### src/rtl/nearest_palette_color_unit_macros.svh
// ----------------------------------------------------------------------------
// Nearest palette colour unit: assertion macros
// Shared assertion shorthands, clocked on clk and held off while arst_n is low.
// ----------------------------------------------------------------------------
`ifndef NEAREST_PALETTE_COLOR_UNIT_MACROS_SVH
`define NEAREST_PALETTE_COLOR_UNIT_MACROS_SVH

// The condition holds at every clock edge out of reset.
`define NPC_ASSERT_ALWAYS(lbl, cond, msg) \
	lbl: assert property (@(posedge clk) disable iff (!arst_n) (cond)) else $error(msg);

// The consequent holds in the same cycle as the antecedent.
`define NPC_ASSERT_IMPLY(lbl, ante, cons, msg) \
	lbl: assert property (@(posedge clk) disable iff (!arst_n) (ante) |-> (cons)) \
		else $error(msg);

// The consequent holds in the cycle after the antecedent.
`define NPC_ASSERT_NEXT(lbl, ante, cons, msg) \
	lbl: assert property (@(posedge clk) disable iff (!arst_n) (ante) |=> (cons)) \
		else $error(msg);

`endif

### src/rtl/npc_pkg.sv
// ----------------------------------------------------------------------------
// Nearest palette colour package
// Payload types and fixed field widths of the nearest palette colour unit.
// ----------------------------------------------------------------------------
`timescale 1ns / 1ps

package npc_pkg;

	localparam int unsigned INDEX_W = 4;
	localparam int unsigned CHAN_W  = 8;
	localparam int unsigned DIST_W  = 10;
	localparam int unsigned SIZE_W  = 5;
	localparam int unsigned COLOR_W = 3 * CHAN_W;

	localparam logic [SIZE_W-1:0] PALETTE_SIZE_RESET = 5'd16;

	// Item kinds.
	localparam logic KIND_WRITE = 1'b0;
	localparam logic KIND_QUERY = 1'b1;

	typedef struct packed {
		logic               kind;
		logic [INDEX_W-1:0] entry_index;
		logic [CHAN_W-1:0]  red;
		logic [CHAN_W-1:0]  green;
		logic [CHAN_W-1:0]  blue;
		logic               exclude_enable;
		logic [INDEX_W-1:0] exclude_index;
	} npc_req_t;

	typedef struct packed {
		logic [INDEX_W-1:0] best_index;
		logic [DIST_W-1:0]  best_distance;
		logic               found;
	} npc_rsp_t;

endpackage

### src/rtl/nearest_palette_color_unit.sv
// ----------------------------------------------------------------------------
// Nearest palette colour unit: L1 nearest-entry search over an RGB palette.
// A write transfer is taken whenever the unit is idle. A query reads palette_size entries
// (clamped to the depth), one per cycle, through the RAM and distance stages, then waits for
// room in the result register; the next request can be taken once the result shows.
// Asynchronous active-low reset: idle, empty output, palette_size 16; palette contents unset.
// ----------------------------------------------------------------------------
`timescale 1ns / 1ps

`include "nearest_palette_color_unit_macros.svh"

module nearest_palette_color_unit
	import npc_pkg::*;
#(
	parameter int unsigned PALETTE_DEPTH = 16
) (
	input  logic              clk,
	input  logic              arst_n,
	// Configuration: palette_size.
	input  logic              cfg_we,
	input  logic [SIZE_W-1:0] cfg_wdata,
	// Request channel.
	input  logic              req_valid,
	output logic              req_stall,
	input  npc_req_t          req,
	// Result channel.
	output logic              rsp_valid,
	input  logic              rsp_stall,
	output npc_rsp_t          rsp
);

	localparam int unsigned AW = $clog2(PALETTE_DEPTH);

	// The palette lives in a single RAM. Writes are only taken while the
	// unit is idle and the scan reads only while it is busy, so a read and a
	// write never meet on the same entry and no forwarding is needed.

	typedef enum logic [1:0] {
		ST_IDLE,
		ST_SCAN,
		ST_FLUSH
	} state_t;

	state_t              state_q;
	logic [SIZE_W-1:0]   palette_size_q;

	// Query context captured when the query transfer is taken.
	logic [CHAN_W-1:0]   red_q;
	logic [CHAN_W-1:0]   green_q;
	logic [CHAN_W-1:0]   blue_q;
	logic                excl_en_q;
	logic [INDEX_W-1:0]  excl_ix_q;
	logic [SIZE_W-1:0]   size_eff_q;
	logic [SIZE_W-1:0]   scan_cnt_q;

	// Stage 1: RAM data returns. Stage 2: distance is known.
	logic                rd_v_s1;
	logic [INDEX_W-1:0]  idx_s1;
	logic                dv_s2;
	logic [INDEX_W-1:0]  idx_s2;
	logic [DIST_W-1:0]   dist_s2;

	// Running best.
	logic                have_q;
	logic [INDEX_W-1:0]  best_ix_q;
	logic [DIST_W-1:0]   best_d_q;

	// Output register.
	logic                rsp_valid_q;
	npc_rsp_t            rsp_q;

	logic                req_take;
	logic                wr_en;
	logic                rd_issue;
	logic                rd_excluded;
	logic [SIZE_W-1:0]   size_eff;
	logic [COLOR_W-1:0]  ram_rdata;
	logic [DIST_W-1:0]   dist_s1;
	logic                better;
	logic                rsp_free;
	logic                flush_done;

	function automatic logic [CHAN_W-1:0] abs_diff(input logic [CHAN_W-1:0] a,
		input logic [CHAN_W-1:0] b);
		abs_diff = (a > b) ? (a - b) : (b - a);
	endfunction

	assign req_stall = (state_q != ST_IDLE);
	assign req_take  = req_valid && !req_stall;

	// A write outside the store is dropped.
	assign wr_en = req_take && (req.kind == KIND_WRITE)
		&& (32'(req.entry_index) < PALETTE_DEPTH);

	// A size larger than the store is clamped to the store depth.
	assign size_eff = (32'(palette_size_q) > PALETTE_DEPTH) ?
		SIZE_W'(PALETTE_DEPTH) : palette_size_q;

	assign rd_issue    = (state_q == ST_SCAN) && (scan_cnt_q < size_eff_q);
	assign rd_excluded = excl_en_q && (scan_cnt_q == SIZE_W'(excl_ix_q));

	npc_ram #(
		.WIDTH (COLOR_W),
		.DEPTH (PALETTE_DEPTH)
	) u_palette (
		.clk   (clk),
		.we    (wr_en),
		.waddr (AW'(req.entry_index)),
		.wdata ({req.red, req.green, req.blue}),
		.re    (rd_issue),
		.raddr (AW'(scan_cnt_q)),
		.rdata (ram_rdata)
	);

	// L1 distance of the entry that has just come out of the RAM.
	assign dist_s1 = DIST_W'(abs_diff(ram_rdata[3*CHAN_W-1:2*CHAN_W], red_q))
		+ DIST_W'(abs_diff(ram_rdata[2*CHAN_W-1:CHAN_W], green_q))
		+ DIST_W'(abs_diff(ram_rdata[CHAN_W-1:0], blue_q));

	// Strictly smaller wins, so on a tie the earlier (lower) index stays.
	assign better = dv_s2 && (!have_q || (dist_s2 < best_d_q));

	assign rsp_free   = !rsp_valid_q || !rsp_stall;
	assign flush_done = (state_q == ST_FLUSH) && !rd_v_s1 && !dv_s2 && rsp_free;

	always_ff @(posedge clk or negedge arst_n) begin
		if (!arst_n) begin
			state_q        <= ST_IDLE;
			palette_size_q <= PALETTE_SIZE_RESET;
			red_q          <= '0;
			green_q        <= '0;
			blue_q         <= '0;
			excl_en_q      <= 1'b0;
			excl_ix_q      <= '0;
			size_eff_q     <= '0;
			scan_cnt_q     <= '0;
			rd_v_s1        <= 1'b0;
			idx_s1         <= '0;
			dv_s2          <= 1'b0;
			idx_s2         <= '0;
			dist_s2        <= '0;
			have_q         <= 1'b0;
			best_ix_q      <= '0;
			best_d_q       <= '0;
			rsp_valid_q    <= 1'b0;
			rsp_q          <= '0;
		end else begin
			if (cfg_we) begin
				palette_size_q <= cfg_wdata;
			end

			// Pipeline advance.
			rd_v_s1 <= rd_issue && !rd_excluded;
			idx_s1  <= INDEX_W'(scan_cnt_q);
			dv_s2   <= rd_v_s1;
			idx_s2  <= idx_s1;
			dist_s2 <= dist_s1;

			if (better) begin
				have_q    <= 1'b1;
				best_ix_q <= idx_s2;
				best_d_q  <= dist_s2;
			end

			// The result register empties when its transfer completes.
			if (rsp_valid_q && !rsp_stall) begin
				rsp_valid_q <= 1'b0;
			end

			case (state_q)
				ST_IDLE: begin
					if (req_take && (req.kind == KIND_QUERY)) begin
						red_q      <= req.red;
						green_q    <= req.green;
						blue_q     <= req.blue;
						excl_en_q  <= req.exclude_enable;
						excl_ix_q  <= req.exclude_index;
						size_eff_q <= size_eff;
						scan_cnt_q <= '0;
						have_q     <= 1'b0;
						best_ix_q  <= '0;
						best_d_q   <= '0;
						state_q    <= ST_SCAN;
					end
				end
				ST_SCAN: begin
					if (rd_issue) begin
						scan_cnt_q <= scan_cnt_q + 1'b1;
					end else begin
						state_q <= ST_FLUSH;
					end
				end
				ST_FLUSH: begin
					// Wait for the last entry to leave the pipeline and for
					// room in the result register.
					if (flush_done) begin
						rsp_valid_q         <= 1'b1;
						rsp_q.best_index    <= best_ix_q;
						rsp_q.best_distance <= best_d_q;
						rsp_q.found         <= have_q;
						state_q             <= ST_IDLE;
					end
				end
				default: begin
					state_q <= ST_IDLE;
				end
			endcase
		end
	end

	assign rsp_valid = rsp_valid_q;
	assign rsp       = rsp_q;

	// A query transfer always starts a scan.
	`NPC_ASSERT_NEXT(a_query_starts_scan, req_take && (req.kind == KIND_QUERY), state_q == ST_SCAN, "query did not start a scan")
	// With nothing allowed, the result carries index and distance zero.
	`NPC_ASSERT_IMPLY(a_not_found_zero, rsp_valid && !rsp.found, (rsp.best_index == '0) && (rsp.best_distance == '0), "empty result not zero")
	// The pipeline holds nothing while the unit is idle.
	`NPC_ASSERT_IMPLY(a_idle_empty, state_q == ST_IDLE, !rd_v_s1 && !dv_s2, "pipeline busy while idle")
	// The scan never walks past the clamped size.
	`NPC_ASSERT_ALWAYS(a_scan_bound, (state_q != ST_SCAN) || (scan_cnt_q <= size_eff_q), "scan ran past palette size")

endmodule

### src/rtl/npc_ram.sv
// ----------------------------------------------------------------------------
// Generic simple dual-port RAM
// One write port and one read port; read data is registered.
// ----------------------------------------------------------------------------
`timescale 1ns / 1ps

module npc_ram #(
	parameter int unsigned WIDTH = 24,
	parameter int unsigned DEPTH = 16
) (
	input  logic                     clk,
	input  logic                     we,
	input  logic [$clog2(DEPTH)-1:0] waddr,
	input  logic [WIDTH-1:0]         wdata,
	input  logic                     re,
	input  logic [$clog2(DEPTH)-1:0] raddr,
	output logic [WIDTH-1:0]         rdata
);

	logic [WIDTH-1:0] mem [DEPTH];

	always_ff @(posedge clk) begin
		if (we) begin
			mem[waddr] <= wdata;
		end
		if (re) begin
			rdata <= mem[raddr];
		end
	end

endmodule

### config.mk
export PLATFORM = sky130hd
export DESIGN_NAME = nearest_palette_color_unit
export DESIGN_NICKNAME = d
export VERILOG_FILES = /design/src/rtl/npc_pkg.sv /design/src/rtl/nearest_palette_color_unit.sv /design/src/rtl/npc_ram.sv
export VERILOG_INCLUDE_DIRS = /design/src /design/src/rtl
export SDC_FILE = /design/constraint.sdc
export NUM_CORES = 1
export LEC_CHECK = 0
export ABC_AREA = 0
export BUFFER_PORTS_ARGS = -buffer_cell sky130_fd_sc_hd__buf_2
export CORE_MARGIN = 3
export CORE_UTILIZATION = 30
export CTS_CLUSTER_SIZE = 25
export DETAILED_ROUTE_END_ITERATION = 8
export GPL_ROUTABILITY_DRIVEN = 0
export PLACE_DENSITY = 0.53
export SETUP_SLACK_MARGIN = 0.5
export SLEW_MARGIN = 0
export SYNTH_ARGS = -nofsm -noshare
export SYNTH_HDL_FRONTEND = slang
export SYNTH_SLANG_ARGS = --single-unit
### constraint.sdc
create_clock -name clk -period 5.6 [get_ports clk]
set_clock_uncertainty 0.05 [all_clocks]
set_input_delay 0.28 -clock clk [delete_from_list [all_inputs] [get_ports clk]]
set_output_delay 0.28 -clock clk [all_outputs]
set_load 0.05 [all_outputs]
# ---- After elaboration in Yosys (flattened, before gate mapping)
# Memory sizes are Yosys's and may differ from the RTL's. A register that Yosys moved wholly into a read port is not among the register bits.
# Index checks and enable logic that the tools add are counted.
dict set report word_totals {
  ff_bits 97
  latchBits 0
  ram_bits 384
  romBits 0
  in_bits 44
  memories 1
}
dict set report classes {
  addsub 9
  n_mul 0
  div 0
  magnitude_cmp 6
  n_eq_ne 7
  n_shift 0
  mux 25
  bitwise 1
  n_reduce_logical 27
}
# memory depth width read_ports rd_ports_with_merged_regs write_ports line_no
set mem_list {}
lappend mem_list {u_palette.mem 16 24 1 1 1 npc_ram.sv:20} ;# logic [WIDTH-1:0] mem [DEPTH];
# operator n
set ops {}
lappend ops {{$sub 8x8->8} 6}
lappend ops {{$mux 10} 3}
lappend ops {{$gt 8x8->1} 3}
lappend ops {{$mux 8} 3}
lappend ops {{$mux 5} 3}
lappend ops {{$mux 4} 3}
lappend ops {{$logic_and 1x1->1} 11}
lappend ops {{$add 9x8->10} 1}
lappend ops {{$lt 10x10->1} 1}
lappend ops {{$pmux 5 s2} 1}
lappend ops {{$add 8x8->9} 1}
lappend ops {{$mux 1} 8}
lappend ops {{$ne 2x2->1 const B} 4}
lappend ops {{$logic_not 1->1} 7}
lappend ops {{$mux 2} 3}
lappend ops {{$pmux 2 s3} 1}
lappend ops {{$reduce_and 3->1} 2}
lappend ops {{$add 5x1->5 const B} 1}
lappend ops {{$eq 5x4->1} 1}
lappend ops {{$gt 5x5->1 const B} 1}
lappend ops {{$lt 5x5->1} 1}
lappend ops {{$reduce_and 2->1} 2}
lappend ops {{$reduce_bool 2->1} 2}
lappend ops {{$eq 2x1->1 const B} 1}
lappend ops {{4 further kinds} 5}

# ---- Logic depth before layout (Yosys ltp)
dict set report logic_depth {
  depth_word 6
  mapped_depth 20
  mapped_depth_nobuf 20
}

# ---- Cells and area by module
# A second synthesis with hierarchy kept.
dict set report unflattened {
  cells_unflattened 1305
  hier_area_um2 21505.6
}
# mod instances cells_each area_each_um2
set modules_own_cells {}
lappend modules_own_cells {npc_ram 1 636 15170.8}
lappend modules_own_cells {nearest_palette_color_unit 1 669 6334.8}

# ---- Worst setup path after synthesis
# OpenSTA, ideal clock, no wires.
dict set report synth_timing {
  path_type {register -> register}
  start {register green_q[0]}
  end {register dist_s2[8]}
  setup_time_ps 79
  t_arrival_ps 3841
  required_ps 5471
  setup_slack_ps 1630
  stages_incl_launch_ff 19
  path_cell_list {dfrtp_1 -> ha_1 -> inv_1 -> fa_1 -> a21o_1 -> a21oi_1 -> or3_1 -> a21oi_2 -> mux2i_1 -> xor2_1 -> fa_1 -> inv_1 -> ha_1 -> a21o_1 -> a21oi_1 -> nand2b_1 -> a21boi_0 -> o41ai_1 -> xor2_1}
}
dict set report synth_between {
  elab_chain_len 4
}
# element line_no
set synth_rtl {}
lappend synth_rtl {{start, declared} nearest_palette_color_unit.sv:49} ;# logic [CHAN_W-1:0] green_q;
lappend synth_rtl {{start signal, assigned} nearest_palette_color_unit.sv:174} ;# green_q <= req.green;
lappend synth_rtl {{$sub 8x8->8 / $gt 8x8->1 (equally long branches)} nearest_palette_color_unit.sv:85} ;# abs_diff = (a > b) ? (a - b) : (b - a);
lappend synth_rtl {{$mux 8 (*)} nearest_palette_color_unit.sv:85}
lappend synth_rtl {{$add 8x8->9 (*)} nearest_palette_color_unit.sv:117} ;# + DIST_W'(abs_diff(ram_rdata[2*CHAN_W-1:CHAN_W], green_q))
lappend synth_rtl {{$add 9x8->10 (*)} nearest_palette_color_unit.sv:118} ;# + DIST_W'(abs_diff(ram_rdata[CHAN_W-1:0], blue_q));
lappend synth_rtl {{net dist_s1[8]} nearest_palette_color_unit.sv:78} ;# logic [DIST_W-1:0] dist_s1;
lappend synth_rtl {{end signal, assigned} nearest_palette_color_unit.sv:157} ;# dist_s2 <= dist_s1;
lappend synth_rtl {{end, declared} nearest_palette_color_unit.sv:61} ;# logic [DIST_W-1:0] dist_s2;
# The timed path passes the listed nets; every way through them passes the cells marked *.
# A chain may end at the register's enable or synchronous reset.

# ---- Worst setup path in the final report
dict set report layout_timing {
  start {register u_palette.rdata[0], read port of u_palette.mem}
  end {register dist_s2[8]}
}
dict set report layout_between {
  elab_chain_len 3
}
# element line_no
set layout_rtl {}
lappend layout_rtl {{start, declared} npc_ram.sv:17} ;# output logic [WIDTH-1:0] rdata
lappend layout_rtl {{$sub 8x8->8 / $gt 8x8->1 (equally long branches)} nearest_palette_color_unit.sv:85}
lappend layout_rtl {{$mux 8 (*)} nearest_palette_color_unit.sv:85}
lappend layout_rtl {{$add 9x8->10 (*)} nearest_palette_color_unit.sv:118}
lappend layout_rtl {{net dist_s1[8]} nearest_palette_color_unit.sv:78}
# Marked as above.

==> impl_metrics.ini <==
[route]
post-route-drc-count = 0
dr.first_iter.drc_count = 856
postRouteAntennaNets = 0
detailedRoute.firstPassIterationCount = 5
detailed_route_via_count = 11100
viasPerCell = 4.70
route.detailed.wl_per_inst_um = 20.7
wirelength_um = 48800

[synth]
synth_area_um2 = 21500
yosysUniqueCellTypes = 51
synthesis.area_per_instance_um2 = 17.2
yosys-top-cells-area = sky130_fd_sc_hd__edfxtp_1 (57%), sky130_fd_sc_hd__mux4_2 (13%), sky130_fd_sc_hd__dfrtp_1 (11%)
synth.top_cell.area_share = 0.570
synth_area_leader = sky130_fd_sc_hd__edfxtp_1
synth.yosys.warnings = 0
synth-edff-count = 408
synthesized_nets = 1375
postSynthRegisterBits = 505
yosys_most_used_dff = sky130_fd_sc_hd__edfxtp_1
seq_area_frac_synth = 0.683
asyncSetResetFlopFracSynth = 0.192
post_syn_instances = 1250

[timing]
tightestPinTransition_ps = 1140
report.final.slew_viol_count = 0
post-route-period-util = 0.825
hold_violations = 0
period_needed_ps = 4620
setup_total_negative_slack_ps = 0
setup_viol = 0
max_freq_mhz = 216
worst_slew_margin_rel = 0.235
post-route-worst-setup-slack_ps = 979
rsz0062_at_grt = false
hold_slack_final_ps = 34.2

[setup_path]
worst-r2r-setup-slack_ps = 980
worst_r2r_endpoint = dist_s2[8]
start_kind = flop
setup.worst_path.start = u_palette.rdata[0]
path_class = flop to flop
reg2reg_depth = 18
critical_path.cell_chain = inv_1, ha_1, inv_1, fa_1, nand3_1, a21oi_1, o31ai_1, buf_4, mux2_2, a221oi_1, xor2_1, fa_1, inv_1, ha_1, nor3_1, nor2_1, o41ai_1, xor2_1
slowest_stage = sky130_fd_sc_hd__o31ai_1
worst-endpoint-required_ps = 6080
cp_data_arrival_time_ps = 5110
crit_top_cell = sky130_fd_sc_hd__inv_1
critical_path.max_fanout = 7
critPathCaptureType = flop
rr_startpoint = u_palette.rdata[0]
max_stage_delay_ps = 740
worst_setup_path_endpoint = dist_s2[8]

[hold_path]
min_path_type = input port to flop

[final_layout]
area_growth_syn_to_layout_pct = 17.2
num-nets-final = 1503
fillCellCount = 6605
post_route_cells_drive_above_1_share = 0.238
final_cells = 2360
antenna_diode_count = 0

[floorplan]
io_pins = 61
core_area_um2 = 70500
dieArea_um2 = 74900
chipWidth_um = 274
site_rows = 97
initial_core_util = 0.305
die_height_um = 274

[clocking]
tritoncts.num_buffers = 54
cts.reportedPaths.clkPinSlew_ps = 60
clock_path_buffers = 3
post-cts-setup-buffers = 0
cts_num_sinks = 505
root_cell_of_the_clock_tree = sky130_fd_sc_hd__clkbuf_16
postCtsHoldBufs = 35
post_cts_resize_count = 0
tritoncts_clock_tree = yes
worst_skew_pair.late_latency_ps = 610
htree_num_levels = 2

[flow_run]
max_cap_viol_count = 0

[placed_design]
hpwlAfterDp_um = 28000
dp_cells = 2227
buffer_ports.inserted = 60
place_ws_ps = 999

[grt]
grt_use_total = 0.133
number_of_global_route_vias_before_repair = 11700
number_of_antenna_violations_at_the_first_check_in_global_routing = 0
globalRoute.totalOverflow = 0
grt_first_pass_wirelength_um = 74600
maximum_number_of_pins_on_one_net_before_global_route_repair = 56

[status]
run_status = finished clean
[placed cells by master (no fill, tap or decap), types with 5 or more instances in the layout]
cell / count
sky130_fd_sc_hd__nand3_1: 7
sky130_fd_sc_hd__a21o_1: 10
sky130_fd_sc_hd__xor2_1: 12
sky130_fd_sc_hd__dlygate4sd3_1: 35
sky130_fd_sc_hd__inv_1: 92
sky130_fd_sc_hd__buf_4: 26
sky130_fd_sc_hd__clkinv_2: 7
sky130_fd_sc_hd__mux2_2: 21
sky130_fd_sc_hd__clkbuf_1: 14
sky130_fd_sc_hd__xnor2_1: 15
sky130_fd_sc_hd__a211oi_1: 5
sky130_fd_sc_hd__edfxtp_1: 408
sky130_fd_sc_hd__nand4_1: 5
sky130_fd_sc_hd__a21oi_1: 27
sky130_fd_sc_hd__mux4_2: 120
sky130_fd_sc_hd__nor2b_1: 7
sky130_fd_sc_hd__nand2_1: 97
sky130_fd_sc_hd__ha_1: 66
sky130_fd_sc_hd__dfrtp_1: 93
sky130_fd_sc_hd__buf_2: 59
sky130_fd_sc_hd__mux2i_1: 30
sky130_fd_sc_hd__o21ai_0: 58
sky130_fd_sc_hd__fa_1: 15
sky130_fd_sc_hd__nor2_1: 27
sky130_fd_sc_hd__nor2_4: 8
sky130_fd_sc_hd__nor3_1: 5
sky130_fd_sc_hd__clkbuf_16: 55
sky130_fd_sc_hd__nand2b_1: 11
sky130_fd_sc_hd__clkbuf_8: 5
[per-layer routing]
layer | vias up | GRT usage | part of all wire
li1 | 5022 | - | -
met1 | 5774 | 0.178 | 0.44
met2 | 212 | 0.221 | 0.49
met3 | 79 | 0.0192 | 0.039
met4 | 0 | 0.0444 | 0.028
met5 | - | 0 | 0
[kinds of logic after synthesis]
family	after synthesis	share of synthesized area
AOI/OAI and AO/OA	129	0.0366
DFF	505	0.683
adders and majority gates	81	0.0524
buffers and inverters	141	0.0262
xor gates and xnor gates	27	0.0110
muxes	171	0.151
and+or+nand+nor	196	0.0407
[layout make-up]
cell class / count / area, um^2 / area share
flip-flops and latches: 505 / 14700 / 0.583
multi-input cells: 604 / 6360 / 0.252
clock buffers: 74 / 1500 / 0.0594
well taps: 940 / 1180 / 0.0467
repair buffers: 121 / 861 / 0.0341
inverters: 92 / 345 / 0.0137
clock inverters: 24 / 278 / 0.0110
[critical path: cells and delay by family, from the launching register on]
kind | cells | cell delay, ps
AOI/OAI and AO/OA | 4 | 1190
xor gates and xnor gates | 2 | 350
adders and majority gates | 4 | 1380
buffers and inverters | 4 | 460
DFF | 1 | 400
muxes | 1 | 350
and+or+nand+nor | 3 | 350
[worst min path at each step]
stage               depth (start not counted)                    end       from  slack [ps]
floorplan                                   0            best_d_q[0]     arst_n         -70
global placement                            0              idx_s2[3]  idx_s1[3]         280
detailed placement                          0              idx_s2[1]  idx_s1[1]         290
CTS                                         1  u_palette.mem[10][11]    req[16]        0.03
global route                                1   u_palette.mem[15][1]     req[6]          30
finish                                      1   u_palette.mem[9][11]    req[16]          30
[cell usage after synthesis (12+ instances only)]
cell type	count
sky130_fd_sc_hd__mux2_2	21
sky130_fd_sc_hd__edfxtp_1	408
sky130_fd_sc_hd__o21ai_0	58
sky130_fd_sc_hd__ha_1	66
sky130_fd_sc_hd__dfrtp_1	96
sky130_fd_sc_hd__xor2_1	12
sky130_fd_sc_hd__nand2_1	97
sky130_fd_sc_hd__nor2_1	39
sky130_fd_sc_hd__a21oi_1	27
sky130_fd_sc_hd__mux4_2	120
sky130_fd_sc_hd__mux2i_1	30
sky130_fd_sc_hd__fa_1	15
sky130_fd_sc_hd__inv_1	92
sky130_fd_sc_hd__xnor2_1	15
sky130_fd_sc_hd__clkbuf_1	27
[state kept, by name, summed over array words and instances, names as in the netlist]
name / flops
rd_v_s1: 1
rsp: 15
size_eff_q: 5
state_q: 2
idx_s2: 4
scan_cnt_q: 5
excl_en_q: 1
excl_ix_q: 4
palette_size_q: 5
rsp_valid: 1
u_palette.mem: 384
u_palette.rdata: 24
green_q: 8
dv_s2: 1
red_q: 8
best_ix_q: 4
blue_q: 8
dist_s2: 10
have_q: 1
best_d_q: 10
idx_s1: 4
[metrics by stage]
step / util / instance area (um^2)
6_report: 0.358 / 25200
2_1_floorplan: - / 21500
5_1_grt: 0.358 / 25200
4_1_cts: 0.358 / 25200
3_5_place_dp: 0.327 / 23100
3_3_place_gp: 0.327 / 23100
Power is left out: the tool's default activity adds up to more than one toggle a clock period on the data nets, which glitch-free logic cannot reach.
